File: src/rtl/log_record_validator_macros.svh
// Assertion helpers shared by the validator RTL.
`ifndef LOG_RECORD_VALIDATOR_MACROS_SVH
`define LOG_RECORD_VALIDATOR_MACROS_SVH

// Concurrent check on every rising clock edge, held off while reset is asserted.
`define LRV_ASSERT(label, clk, rst_n, prop, msg) \
  label: assert property (@(posedge clk) disable iff (!rst_n) (prop)) \
    else $error(msg);

// Check that a condition in one cycle implies another in the next cycle.
`define LRV_ASSERT_NEXT(label, clk, rst_n, pre, post, msg) \
  label: assert property (@(posedge clk) disable iff (!rst_n) (pre) |=> (post)) \
    else $error(msg);

`endif

File: src/rtl/lrv_pkg.sv
package lrv_pkg;

  // Record format constants.
  localparam int unsigned LRV_HEADER_BYTES = 16;
  localparam logic [31:0] LRV_MAGIC        = 32'h474C_584C;
  localparam logic [7:0]  LRV_VERSION      = 8'd1;
  localparam logic [63:0] FNV_BASIS        = 64'hCBF2_9CE4_8422_2325;

  // Result status codes.
  localparam logic [2:0] ST_OK         = 3'd0;
  localparam logic [2:0] ST_END        = 3'd1;
  localparam logic [2:0] ST_TRUNC_HDR  = 3'd2;
  localparam logic [2:0] ST_BAD_HDR    = 3'd3;
  localparam logic [2:0] ST_TRUNC_PAY  = 3'd4;
  localparam logic [2:0] ST_SUM_ERR    = 3'd5;

  // Configuration register indexes.
  localparam logic [2:0] CFG_TYPE_A  = 3'd0;
  localparam logic [2:0] CFG_LEN_A   = 3'd1;
  localparam logic [2:0] CFG_TYPE_B  = 3'd2;
  localparam logic [2:0] CFG_LEN_B   = 3'd3;
  localparam logic [2:0] CFG_TYPE_C  = 3'd4;
  localparam logic [2:0] CFG_LEN_C   = 3'd5;
  localparam logic [2:0] CFG_MAX_PAY = 3'd6;

  typedef struct packed {
    logic [7:0] log_byte;
    logic       stream_end;
    logic       empty_end;
  } in_item_t;

  typedef struct packed {
    logic [2:0]  status;
    logic [7:0]  record_type;
    logic [15:0] record_length;
    logic [31:0] good_records;
    logic        last_result;
  } out_item_t;

  // Results written into the result queue in one cycle (zero, one or two).
  typedef struct packed {
    logic [1:0] num;
    out_item_t  first;
    out_item_t  second;
  } lrv_push_t;

  // One FNV-1a step: xor the byte in, then multiply by the 64-bit prime.
  // The prime is 2^40 + 0x1B3, so the product is a short sum of shifts.
  function automatic logic [63:0] fnv_mix(logic [63:0] h, logic [7:0] b);
    logic [63:0] x;
    x = h ^ {56'd0, b};
    return (x << 40) + (x << 8) + (x << 7) + (x << 5) + (x << 4) + (x << 1) + x;
  endfunction

endpackage

File: src/rtl/log_record_validator.sv
// Log record validator. Takes a byte stream one byte per accepted item and
// checks 16-byte headers (magic, version, configured type and length pairs,
// maximum payload) and the 64-bit FNV-1a checksum of each record. It accepts
// one byte every clock cycle while the input is not stalled; the hash step,
// header checks and checksum compare are combinational up to the result queue,
// which registers the results. A byte can cause two results (a record outcome
// plus the end-of-stream report); both enter the queue at once and leave one per
// cycle, so sustained input is one byte per cycle as long as the output drains
// one result per cycle. The input stalls whenever the result queue has fewer than
// two free entries. After a header or checksum error the block drops bytes until
// the end of the stream. The user must write the registers only while the block
// is idle, through cfg_we_i/cfg_idx_i/cfg_data_i; the block does not enforce this.
`include "log_record_validator_macros.svh"

module log_record_validator #(
  parameter int unsigned ResultDepth = 4
) (
  input  logic               clk_i,
  input  logic               rst_ni,
  input  logic               cfg_we_i,
  input  logic [2:0]         cfg_idx_i,
  input  logic [7:0]         cfg_data_i,
  input  logic               in_valid_i,
  output logic               in_stall_o,
  input  lrv_pkg::in_item_t  in_data_i,
  output logic               out_valid_o,
  input  logic               out_stall_i,
  output lrv_pkg::out_item_t out_data_o
);
  import lrv_pkg::*;

  localparam logic [1:0] PH_HEADER  = 2'd0;
  localparam logic [1:0] PH_PAYLOAD = 2'd1;
  localparam logic [1:0] PH_SKIP    = 2'd2;

  // Configuration registers.
  logic [7:0] type_a_q, len_a_q, type_b_q, len_b_q, type_c_q, len_c_q, max_pay_q;

  // Parser state.
  logic [1:0]  ph_q, ph_d;
  logic [7:0]  pos_q, pos_d;
  logic [31:0] magic_q, magic_d;
  logic [7:0]  ver_q, ver_d;
  logic [7:0]  type_q, type_d;
  logic [15:0] len_q, len_d;
  logic [63:0] exp_q, exp_d;
  logic [63:0] hash_q, hash_d;
  logic [31:0] cnt_q, cnt_d;

  logic        in_acc;
  logic        room;
  logic        hdr_ok;
  logic        pair_ok;
  logic        fin;
  logic        fin_eq;
  logic        r0_en, r1_en;
  out_item_t   r0, r1;
  lrv_push_t   push;

  assign in_stall_o = !room;
  assign in_acc     = in_valid_i && !in_stall_o;

  // Header acceptance, evaluated against the fields captured so far.
  always_comb begin
    pair_ok = (type_q == type_a_q && len_q == {8'd0, len_a_q}) ||
              (type_q == type_b_q && len_q == {8'd0, len_b_q}) ||
              (type_q == type_c_q && len_q == {8'd0, len_c_q});
    hdr_ok  = (magic_q == LRV_MAGIC) && (ver_q == LRV_VERSION) && pair_ok &&
              (len_q <= {8'd0, max_pay_q});
  end

  // Per-item step: capture, hash, record completion and end-of-stream report.
  always_comb begin
    ph_d    = ph_q;
    pos_d   = pos_q;
    magic_d = magic_q;
    ver_d   = ver_q;
    type_d  = type_q;
    len_d   = len_q;
    exp_d   = exp_q;
    hash_d  = hash_q;
    cnt_d   = cnt_q;
    fin     = 1'b0;
    fin_eq  = 1'b0;
    r0_en   = 1'b0;
    r1_en   = 1'b0;
    r0      = '0;
    r1      = '0;

    if (in_acc && !in_data_i.empty_end) begin
      unique case (ph_q)
        PH_HEADER: begin
          priority if (pos_q < 8'd4) begin
            magic_d[{pos_q[1:0], 3'b000} +: 8] = in_data_i.log_byte;
          end else if (pos_q == 8'd4) begin
            ver_d = in_data_i.log_byte;
          end else if (pos_q == 8'd5) begin
            type_d = in_data_i.log_byte;
          end else if (pos_q == 8'd6) begin
            len_d[7:0] = in_data_i.log_byte;
          end else if (pos_q == 8'd7) begin
            len_d[15:8] = in_data_i.log_byte;
          end else begin
            exp_d[{pos_q[2:0], 3'b000} +: 8] = in_data_i.log_byte;
          end
          if (pos_q >= 8'd4 && pos_q < 8'd8) begin
            hash_d = fnv_mix(hash_q, in_data_i.log_byte);
          end
          if (pos_q == 8'(LRV_HEADER_BYTES - 1)) begin
            if (!hdr_ok) begin
              r0_en            = 1'b1;
              r0.status        = ST_BAD_HDR;
              r0.record_type   = type_q;
              r0.record_length = len_q;
              ph_d             = PH_SKIP;
            end else if (len_q == 16'd0) begin
              // Empty payload: the checksum is complete with this header byte.
              fin    = 1'b1;
              fin_eq = (hash_q == exp_d);
            end else begin
              ph_d  = PH_PAYLOAD;
              pos_d = '0;
            end
          end else begin
            pos_d = pos_q + 8'd1;
          end
        end
        PH_PAYLOAD: begin
          hash_d = fnv_mix(hash_q, in_data_i.log_byte);
          pos_d  = pos_q + 8'd1;
          if (({8'd0, pos_q} + 16'd1) >= len_q) begin
            fin    = 1'b1;
            fin_eq = (hash_d == exp_q);
          end
        end
        default: begin
          // Skipping after an error: bytes are dropped.
        end
      endcase
    end

    // Record completion: checksum verdict.
    if (fin) begin
      r0_en            = 1'b1;
      r0.record_type   = type_q;
      r0.record_length = len_q;
      if (fin_eq) begin
        cnt_d     = (cnt_q == '1) ? cnt_q : cnt_q + 32'd1;
        r0.status = ST_OK;
        ph_d      = PH_HEADER;
        pos_d     = '0;
        magic_d   = '0;
        ver_d     = '0;
        type_d    = '0;
        len_d     = '0;
        exp_d     = '0;
        hash_d    = FNV_BASIS;
      end else begin
        r0.status = ST_SUM_ERR;
        ph_d      = PH_SKIP;
      end
    end
    r0.good_records = cnt_d;

    // End of stream: report where the stream stopped (unless an error was already reported), then start afresh.
    if (in_acc && (in_data_i.empty_end || in_data_i.stream_end)) begin
      r1.good_records = cnt_d;
      unique case (ph_d)
        PH_HEADER: begin
          r1_en     = 1'b1;
          r1.status = (pos_d == 8'd0) ? ST_END : ST_TRUNC_HDR;
        end
        PH_PAYLOAD: begin
          r1_en            = 1'b1;
          r1.status        = ST_TRUNC_PAY;
          r1.record_type   = type_d;
          r1.record_length = len_d;
        end
        default: begin
          // An error was already reported for this stream.
        end
      endcase
      ph_d    = PH_HEADER;
      pos_d   = '0;
      magic_d = '0;
      ver_d   = '0;
      type_d  = '0;
      len_d   = '0;
      exp_d   = '0;
      hash_d  = FNV_BASIS;
      cnt_d   = '0;
    end

    // Pack the results for the queue; the final one carries the last mark.
    r1.last_result = 1'b1;
    r0.last_result = !r1_en;
    push.num       = {1'b0, r0_en} + {1'b0, r1_en};
    push.first     = r0_en ? r0 : r1;
    push.second    = r1;
  end

  // Configuration writes.
  always_ff @(posedge clk_i or negedge rst_ni) begin
    if (!rst_ni) begin
      type_a_q  <= '0;
      len_a_q   <= '0;
      type_b_q  <= '0;
      len_b_q   <= '0;
      type_c_q  <= '0;
      len_c_q   <= '0;
      max_pay_q <= 8'hFF;
    end else if (cfg_we_i) begin
      unique case (cfg_idx_i)
        CFG_TYPE_A:  type_a_q  <= cfg_data_i;
        CFG_LEN_A:   len_a_q   <= cfg_data_i;
        CFG_TYPE_B:  type_b_q  <= cfg_data_i;
        CFG_LEN_B:   len_b_q   <= cfg_data_i;
        CFG_TYPE_C:  type_c_q  <= cfg_data_i;
        CFG_LEN_C:   len_c_q   <= cfg_data_i;
        CFG_MAX_PAY: max_pay_q <= cfg_data_i;
        default: begin
          // Unused index: the write is dropped.
        end
      endcase
    end
  end

  // Parser state registers.
  always_ff @(posedge clk_i or negedge rst_ni) begin
    if (!rst_ni) begin
      ph_q    <= PH_HEADER;
      pos_q   <= '0;
      magic_q <= '0;
      ver_q   <= '0;
      type_q  <= '0;
      len_q   <= '0;
      exp_q   <= '0;
      hash_q  <= FNV_BASIS;
      cnt_q   <= '0;
    end else begin
      ph_q    <= ph_d;
      pos_q   <= pos_d;
      magic_q <= magic_d;
      ver_q   <= ver_d;
      type_q  <= type_d;
      len_q   <= len_d;
      exp_q   <= exp_d;
      hash_q  <= hash_d;
      cnt_q   <= cnt_d;
    end
  end

  // Result queue between the parser and the output channel.
  lrv_result_fifo #(
    .Depth (ResultDepth)
  ) u_result_fifo (
    .clk_i   (clk_i),
    .rst_ni  (rst_ni),
    .push_i  (push),
    .room_o  (room),
    .valid_o (out_valid_o),
    .stall_i (out_stall_i),
    .data_o  (out_data_o)
  );

  `LRV_ASSERT(a_payload_in_range, clk_i, rst_ni,
              (ph_q != PH_PAYLOAD) || (len_q != 16'd0 && {8'd0, pos_q} < len_q),
              "payload position outside the record length")
  `LRV_ASSERT_NEXT(a_end_clears, clk_i, rst_ni,
                   in_acc && (in_data_i.stream_end || in_data_i.empty_end),
                   ph_q == PH_HEADER && pos_q == 8'd0 && cnt_q == 32'd0,
                   "state not cleared after end of stream")
  `LRV_ASSERT_NEXT(a_skip_holds, clk_i, rst_ni,
                   in_acc && ph_q == PH_SKIP && !in_data_i.stream_end &&
                   !in_data_i.empty_end,
                   ph_q == PH_SKIP && $stable(cnt_q),
                   "skipping stream left the skip phase without an end mark")

endmodule

File: src/rtl/lrv_result_fifo.sv
`include "log_record_validator_macros.svh"

module lrv_result_fifo #(
  parameter int unsigned Depth = 4
) (
  input  logic                 clk_i,
  input  logic                 rst_ni,
  input  lrv_pkg::lrv_push_t   push_i,
  output logic                 room_o,
  output logic                 valid_o,
  input  logic                 stall_i,
  output lrv_pkg::out_item_t   data_o
);
  import lrv_pkg::*;

  localparam int unsigned PtrW = (Depth > 1) ? $clog2(Depth) : 1;
  localparam int unsigned CntW = $clog2(Depth + 1);

  out_item_t          mem_q [Depth];
  logic [PtrW-1:0]    wr_ptr_q, wr_ptr_d, wr_ptr_inc;
  logic [PtrW-1:0]    rd_ptr_q, rd_ptr_d;
  logic [CntW-1:0]    count_q, count_d;
  logic               pop;

  // Pointer arithmetic wraps at the queue depth.
  always_comb begin
    wr_ptr_inc = (wr_ptr_q == PtrW'(Depth - 1)) ? '0 : wr_ptr_q + PtrW'(1);
    pop        = valid_o && !stall_i;
    unique case (push_i.num)
      2'd0:    wr_ptr_d = wr_ptr_q;
      2'd1:    wr_ptr_d = wr_ptr_inc;
      default: wr_ptr_d = (wr_ptr_inc == PtrW'(Depth - 1)) ? '0 : wr_ptr_inc + PtrW'(1);
    endcase
    if (pop) begin
      rd_ptr_d = (rd_ptr_q == PtrW'(Depth - 1)) ? '0 : rd_ptr_q + PtrW'(1);
    end else begin
      rd_ptr_d = rd_ptr_q;
    end
    count_d = count_q + CntW'(push_i.num) - CntW'(pop);
  end

  // Control state.
  always_ff @(posedge clk_i or negedge rst_ni) begin
    if (!rst_ni) begin
      wr_ptr_q <= '0;
      rd_ptr_q <= '0;
      count_q  <= '0;
    end else begin
      wr_ptr_q <= wr_ptr_d;
      rd_ptr_q <= rd_ptr_d;
      count_q  <= count_d;
    end
  end

  // Entry storage; up to two writes per cycle at consecutive slots.
  always_ff @(posedge clk_i) begin
    if (push_i.num != 2'd0) begin
      mem_q[wr_ptr_q] <= push_i.first;
    end
    if (push_i.num == 2'd2) begin
      mem_q[wr_ptr_inc] <= push_i.second;
    end
  end

  assign valid_o = (count_q != '0);
  assign data_o  = mem_q[rd_ptr_q];
  assign room_o  = (count_q <= CntW'(Depth - 2));

  `LRV_ASSERT(a_fifo_no_overflow, clk_i, rst_ni, count_q <= CntW'(Depth),
              "result queue holds more items than its depth")
  `LRV_ASSERT(a_fifo_push_room, clk_i, rst_ni, (push_i.num == 2'd0) || room_o,
              "results pushed while the queue lacks room for two")

endmodule
File: config.mk
export PLATFORM = sky130hd
export DESIGN_NAME = log_record_validator
export DESIGN_NICKNAME = d
export VERILOG_FILES = /design/src/rtl/lrv_pkg.sv /design/src/rtl/log_record_validator.sv /design/src/rtl/lrv_result_fifo.sv
export VERILOG_INCLUDE_DIRS = /design/src /design/src/rtl
export SDC_FILE = /design/constraint.sdc
export NUM_CORES = 2
export LEC_CHECK = 0
export BUFFER_PORTS_ARGS = -buffer_cell sky130_fd_sc_hd__buf_2
export CELL_PAD_IN_SITES_DETAIL_PLACEMENT = 0
export CELL_PAD_IN_SITES_GLOBAL_PLACEMENT = 2
export CORE_ASPECT_RATIO = 0.5
export CORE_UTILIZATION = 37
export DETAILED_ROUTE_END_ITERATION = 10
export PLACE_DENSITY = 0.76
export SKIP_LAST_GASP = 1
export SLEW_MARGIN = 20
export SYNTH_ARGS = -nofsm -noshare
export SYNTH_HDL_FRONTEND = slang
export SYNTH_SLANG_ARGS = --single-unit
File: constraint.sdc
create_clock -name clk_i -period 10.92 [get_ports clk_i]
set_clock_uncertainty 0.15 [all_clocks]
set_input_delay 2.184 -clock clk_i [delete_from_list [all_inputs] [get_ports clk_i]]
set_output_delay 2.184 -clock clk_i [all_outputs]
set_load 0.005 [all_outputs]
* Word level (Yosys, flattened, before mapping) *
Memories as Yosys holds them, arrays and structs flattened.
Cells that the tools add are included.

storage, ports and cells
  register bits after elaboration = 297
  bits in latches = 0
  bits in writable memories = 240
  bits in read-only memories = 0
  input bits = 26
  output and inout bits = 62
  word-level logic and storage cells = 221
  memories kept = 1

cells by class
  $add $sub $neg = 17
  $mul = 0
  div/mod/pow operators = 0
  magnitude comparators = 6
  equality and inequality tests = 29
  shifts and indexed selects = 4
  multiplexer cells = 110
  bitwise operators = 1
  reductions and logical operators = 34

memory list
  memory               words  width  read ports  clocked after memory_dff  wr ports  line                   RTL
  u_result_fifo.mem_q  4      60     1           0                         2         lrv_result_fifo.sv:19  out_item_t mem_q [Depth];

operators by type and width
  kind                      number
  $mux W64                  17
  $add A64 B64 Y64          6
  $mux W32                  10
  $mux W8                   25
  $eq A64 B64 Y1            2
  $mux W16                  8
  $pmux W64 S2              1
  $mux W26                  4
  $bwmux W64                1
  $shift A8 B8 Y64 const A  1
  $shiftx A8 B8 Y64         1
  $xor A64 B8 Y64           1
  $mux W60                  1
  $mux W59                  1
  $eq A16 B8 Y1             3
  $add A32 B1 Y32 const B   1
  $bwmux W32                1
  $eq A32 B31 Y1 const B    1
  $eq A32 B32 Y1 const B    1
  $eq A8 B3 Y1 const B      4
  $shift A8 B7 Y32 const A  1
  $shiftx A8 B7 Y32         1
  $mux W27                  1
  $eq A8 B8 Y1              3
  40 further kinds          105

* Logic depth before layout (Yosys ltp) *
  word-level depth = 26
  depth in mapped cells = 34
  depth with buffers taken out = 30

* Hierarchy *
From an unflattened synthesis, not the netlist that was laid out.

second synthesis, totals
  cell total of the unflattened synthesis = 3863
  area total of the unflattened synthesis = 40616.5 um^2

modules (own cells, without submodules)
  module                instances  cells each  area an instance (um^2)  seq. area each (um^2)
  log_record_validator  1          3223        28464.8                  7302.0
  lrv_result_fifo       1          640         12151.7                  7382.1

* Worst setup path before layout *
No wires, ideal clock.

  kind = input to register
  start point = in in_data_i[6] (netlist bit)
  end point = mem u_result_fifo.mem_q[1][18] (netlist bit), data pin
  setup time = 147 ps
  arrival = 11234 ps
  required time = 10623 ps
  slack = -611 ps
  stages = 33
  buffers on the path = 6
  cell sequence = clkbuf_1 -> clkbuf_1 -> xor2_1 -> inv_1 -> fa_1 -> fa_1 -> inv_1 -> ha_1 -> ha_1 -> ha_1 -> inv_1 -> fa_1 -> nand2b_1 -> a211oi_2 -> o2111ai_1 -> a31oi_2 -> a41oi_1 -> o21bai_1 -> xor3_1 -> a2111oi_0 -> nand4b_1 -> o41ai_4 -> buf_2 -> o21a_1 -> ha_1 -> clkbuf_1 -> nand2_1 -> and2_1 -> clkbuf_1 -> inv_1 -> o21ai_1 -> clkbuf_1 -> a21oi_1

RTL lines
  what                line                        RTL
  start: declaration  log_record_validator.sv:25  input lrv_pkg::in_item_t in_data_i,
  end: declaration    lrv_result_fifo.sv:19

==> impl_metrics.csv <==
group,metric,value,unit
global_route,grt_max_degree,110,
critical_path,crit_type,"in -> reg",
critical_path,cp.required,11.08,ns
sta,slew_violations,0,
synthesis,synth_edf_count,236,
floorplanning,io_pins,88,
drt,viasPerCell,5.534,
placement,post-place-cells,5310,
floorplanning,fp.dieW,463.0,µm
drt,drt-pass1-iter-count,7,
sta,final-hold-violation-count,0,
finish,syn_to_final_growth,10.33,%
global_route,grt_pass1_vias,29800,
global_route,grt_pass1_wl,205500,µm
clock_network,htreeDepth,2,
synthesis,synth_top_area_share,18.03,%
synthesis,synth_compound_area_share,10.00,%
synthesis,syn_inst,3949,
clock_network,cts_resized,0,
clock_network,cts-root-buf,"clkbuf_16",
sta,worst_slack,0.6798,ns
synthesis,synth_area_leaders,"edfxtp_1 (18%), dfrtp_1 (17%), fa_1 (13%), ha_1 (4.7%), a21oi_1 (4.5%)",
synthesis,synth_common_cells,"nor2_1 (416), inv_1 (386), nand2_1 (381)",
drt,drc,0,
synthesis,synth_top_family_by_area,"adder cells",
status,outcome,"finished, final reports clean",
finish,regArea,14650,µm²
synthesis,yosys_warnings,0,
clock_network,cts_buffers,56,
synthesis,synthesis.nets,4372,
synthesis,synth.avg_cell_area,9.954,µm²
sta,setup_viol_count_final,0,
synthesis,yosysSeqAreaShare,37.25,%
synthesis,async_flop_share,55.31,%
clock_network,clk_path_buf_depth,3,
synthesis,synthesis.area,39310,µm²
sta,worstMarginPinSlew,1.186,ns
floorplanning,die_y,232.5,µm
critical_path,cp-end-kind,"register",
finish,antenna_cells,0,
drt,drt_iter0_drc,2712,
drt,wirelength,138800,µm
drt,wire_per_inst,25.63,µm
clock_network,holdBufCountCts,0,
clock_network,cts_setup_buffers,0,
clock_network,cts_tree,"done",
synthesis,synth_flop_cell,"dfrtp_1",
synthesis,ys_seq_elements,537,
sta,whs,0.3499,ns
drt,vias,29970,
clock_network,clock-sinks,537,
floorplanning,initial_core_util,37.36,%
critical_path,crit_fanout,18,
global_route,grt_antenna_before_repair,2,
clock_network,path_clk_slew,0.06,ns
synthesis,synth_most_common_cell,"nor2_1",
global_route,track_usage,25.84,%
global_route,grt_overflow,0,
sta,fin_crit_sh,93.77,%
synthesis,synthMuxAreaShare,7.852,%
synthesis,synthSimpleGateAreaFrac,14.69,%
sta,period_needed,10.24,ns
finish,drive_gt1_share,11.86,%
sta,max-slew-margin-rel,20.08,%
floorplanning,fp-row-count,84,
placement,place_ws,0.1235,ns
sta,setup_tns,0,ns
synthesis,synthAdderAreaFrac,17.39,%
synthesis,ys_types,99,
critical_path,start_kind,"primary input",
floorplanning,die-area,107600,µm²
synthesis,synth_xor_area_share,6.703,%
placement,dpl.hpwl,103400,µm
floorplanning,coreArea,105200,µm²
synthesis,synth_largest_area_cell,"edfxtp_1",
sta,grt_setup_unrepaired,"no",
finish,nets,4372,
run,maxCapViolCount,0,
drt,ant_nets,0,
placement,place_congestion,0.9990,
hold_path,hp-class,"reg -> reg",
clock_network,clkLatencyLatePin,0.68,ns
critical_path,critPathArrivalTime,10.40,ns
finish,multi_input_area,22340,µm²
finish,stdcell_count,5416,
sta,fmax,97.65,MHz
placement,port-buffer-count,87,
finish,n_fill_cell,10280,
-- final timing paths --
| path | slack, ns | end | cells after the start | from |
|---|---|---|---|---|
| max | 0.68 | u_result_fifo.mem_q[0][13] | 27 | in_data_i[6] |
| min | 0.35 | u_result_fifo.mem_q[2][0] | 2 | u_result_fifo.mem_q[2][0] |
| max reg2reg | 1.25 | u_result_fifo.mem_q[0][13] | 23 | hash_q[40] |
| min reg2reg | 0.35 | u_result_fifo.mem_q[2][0] | 2 | u_result_fifo.mem_q[2][0] |
| max in group asynchronous | 7.30 | hash_q[35] | 3 | rst_ni |
| min in group asynchronous | 1.36 | cnt_q[12] | 1 | rst_ni |
-- worst max-delay path, cell delays in order --
cell        delay (ns)
buf_2             0.10
xor2_1            0.24
inv_1             0.25
fa_1              0.50
fa_1              0.52
inv_1             0.05
ha_1              0.27
ha_1              0.27
ha_1              0.16
inv_1             0.06
fa_1              0.45
xnor2_1           0.39
xor2_1            0.11
nor4_1            0.80
nand4_1           0.14
or4_1             0.55
a2111oi_0         0.58
nand4_1           0.21
nor4_1            0.25
nand4_1           0.20
o41ai_4           0.51
o21a_1            0.23
ha_1              0.44
nand2_1           0.23
and2_1            0.24
clkinvlp_4        0.13
buf_4             0.31
-- metal layers --
layer	vias up	part of all wire [%]	track usage, %
met1	15330	47	37.37
met5	-	0.013	0
met4	2	3.1	7.672
met2	946	44	39.70
met3	169	6.4	4.177
li1	13530	-	-
-- flip-flops by register name, summed over array words and instances, names as in the netlist, 3 cells and up --
register               count
u_result_fifo.mem_q      240
exp_q                     64
hash_q                    64
cnt_q                     32
magic_q                   32
len_q                     16
len_a_q                    8
len_b_q                    8
len_c_q                    8
max_pay_q                  8
pos_q                      8
type_a_q                   8
type_b_q                   8
type_c_q                   8
type_q                     8
ver_q                      8
u_result_fifo.count_q      3
-- per-stage QoR --
step | util, % | area, µm²
floorplan | - | 39320
global placement | 39.35 | 41400
detailed placement | 39.35 | 41400
CTS | 41.22 | 43360
global route | 41.22 | 43370
finish | 41.22 | 43370
-- placed cells by master, fill, tap and decap left out, types with 49 or more instances in the layout --
cell	synthesis	final
inv_1	386	382
buf_2	73	86
xor2_1	152	152
edfxtp_1	236	236
nand3_1	90	90
a21oi_1	357	354
mux2i_1	98	98
xnor2_1	121	121
dfrtp_1	261	259
clkbuf_16	0	56
fa_1	249	249
buf_4	3	70
nand4_1	71	71
ha_1	148	148
nor2_1	416	413
nand2_1	381	381
nor4_1	49	49
mux2_2	67	67
o21ai_0	55	55
mux4_2	60	60
nor3_1	55	55
-- final cells by class --
class,instances,area share (%)
multi-input cells,2800,51.52
flip-flops and latches,537,33.78
well taps,1419,4.094
clock buffers,78,3.583
inverters,387,3.384
repair buffers,167,2.700
clock inverters,28,0.9377
-- logic make-up after synthesis --
| kind of cell | after synthesis |
|---|---|
| xor gates and xnor gates | 284 |
| adders and majority gates | 397 |
| AOI/OAI and AO/OA | 644 |
| and+or+nand+nor | 1250 |
| DFF | 537 |
| buffers and inverters | 612 |
| muxes | 225 |
Power is not shown: default switching activity piles up to over one toggle a cycle in this logic, so the estimate is an artifact.
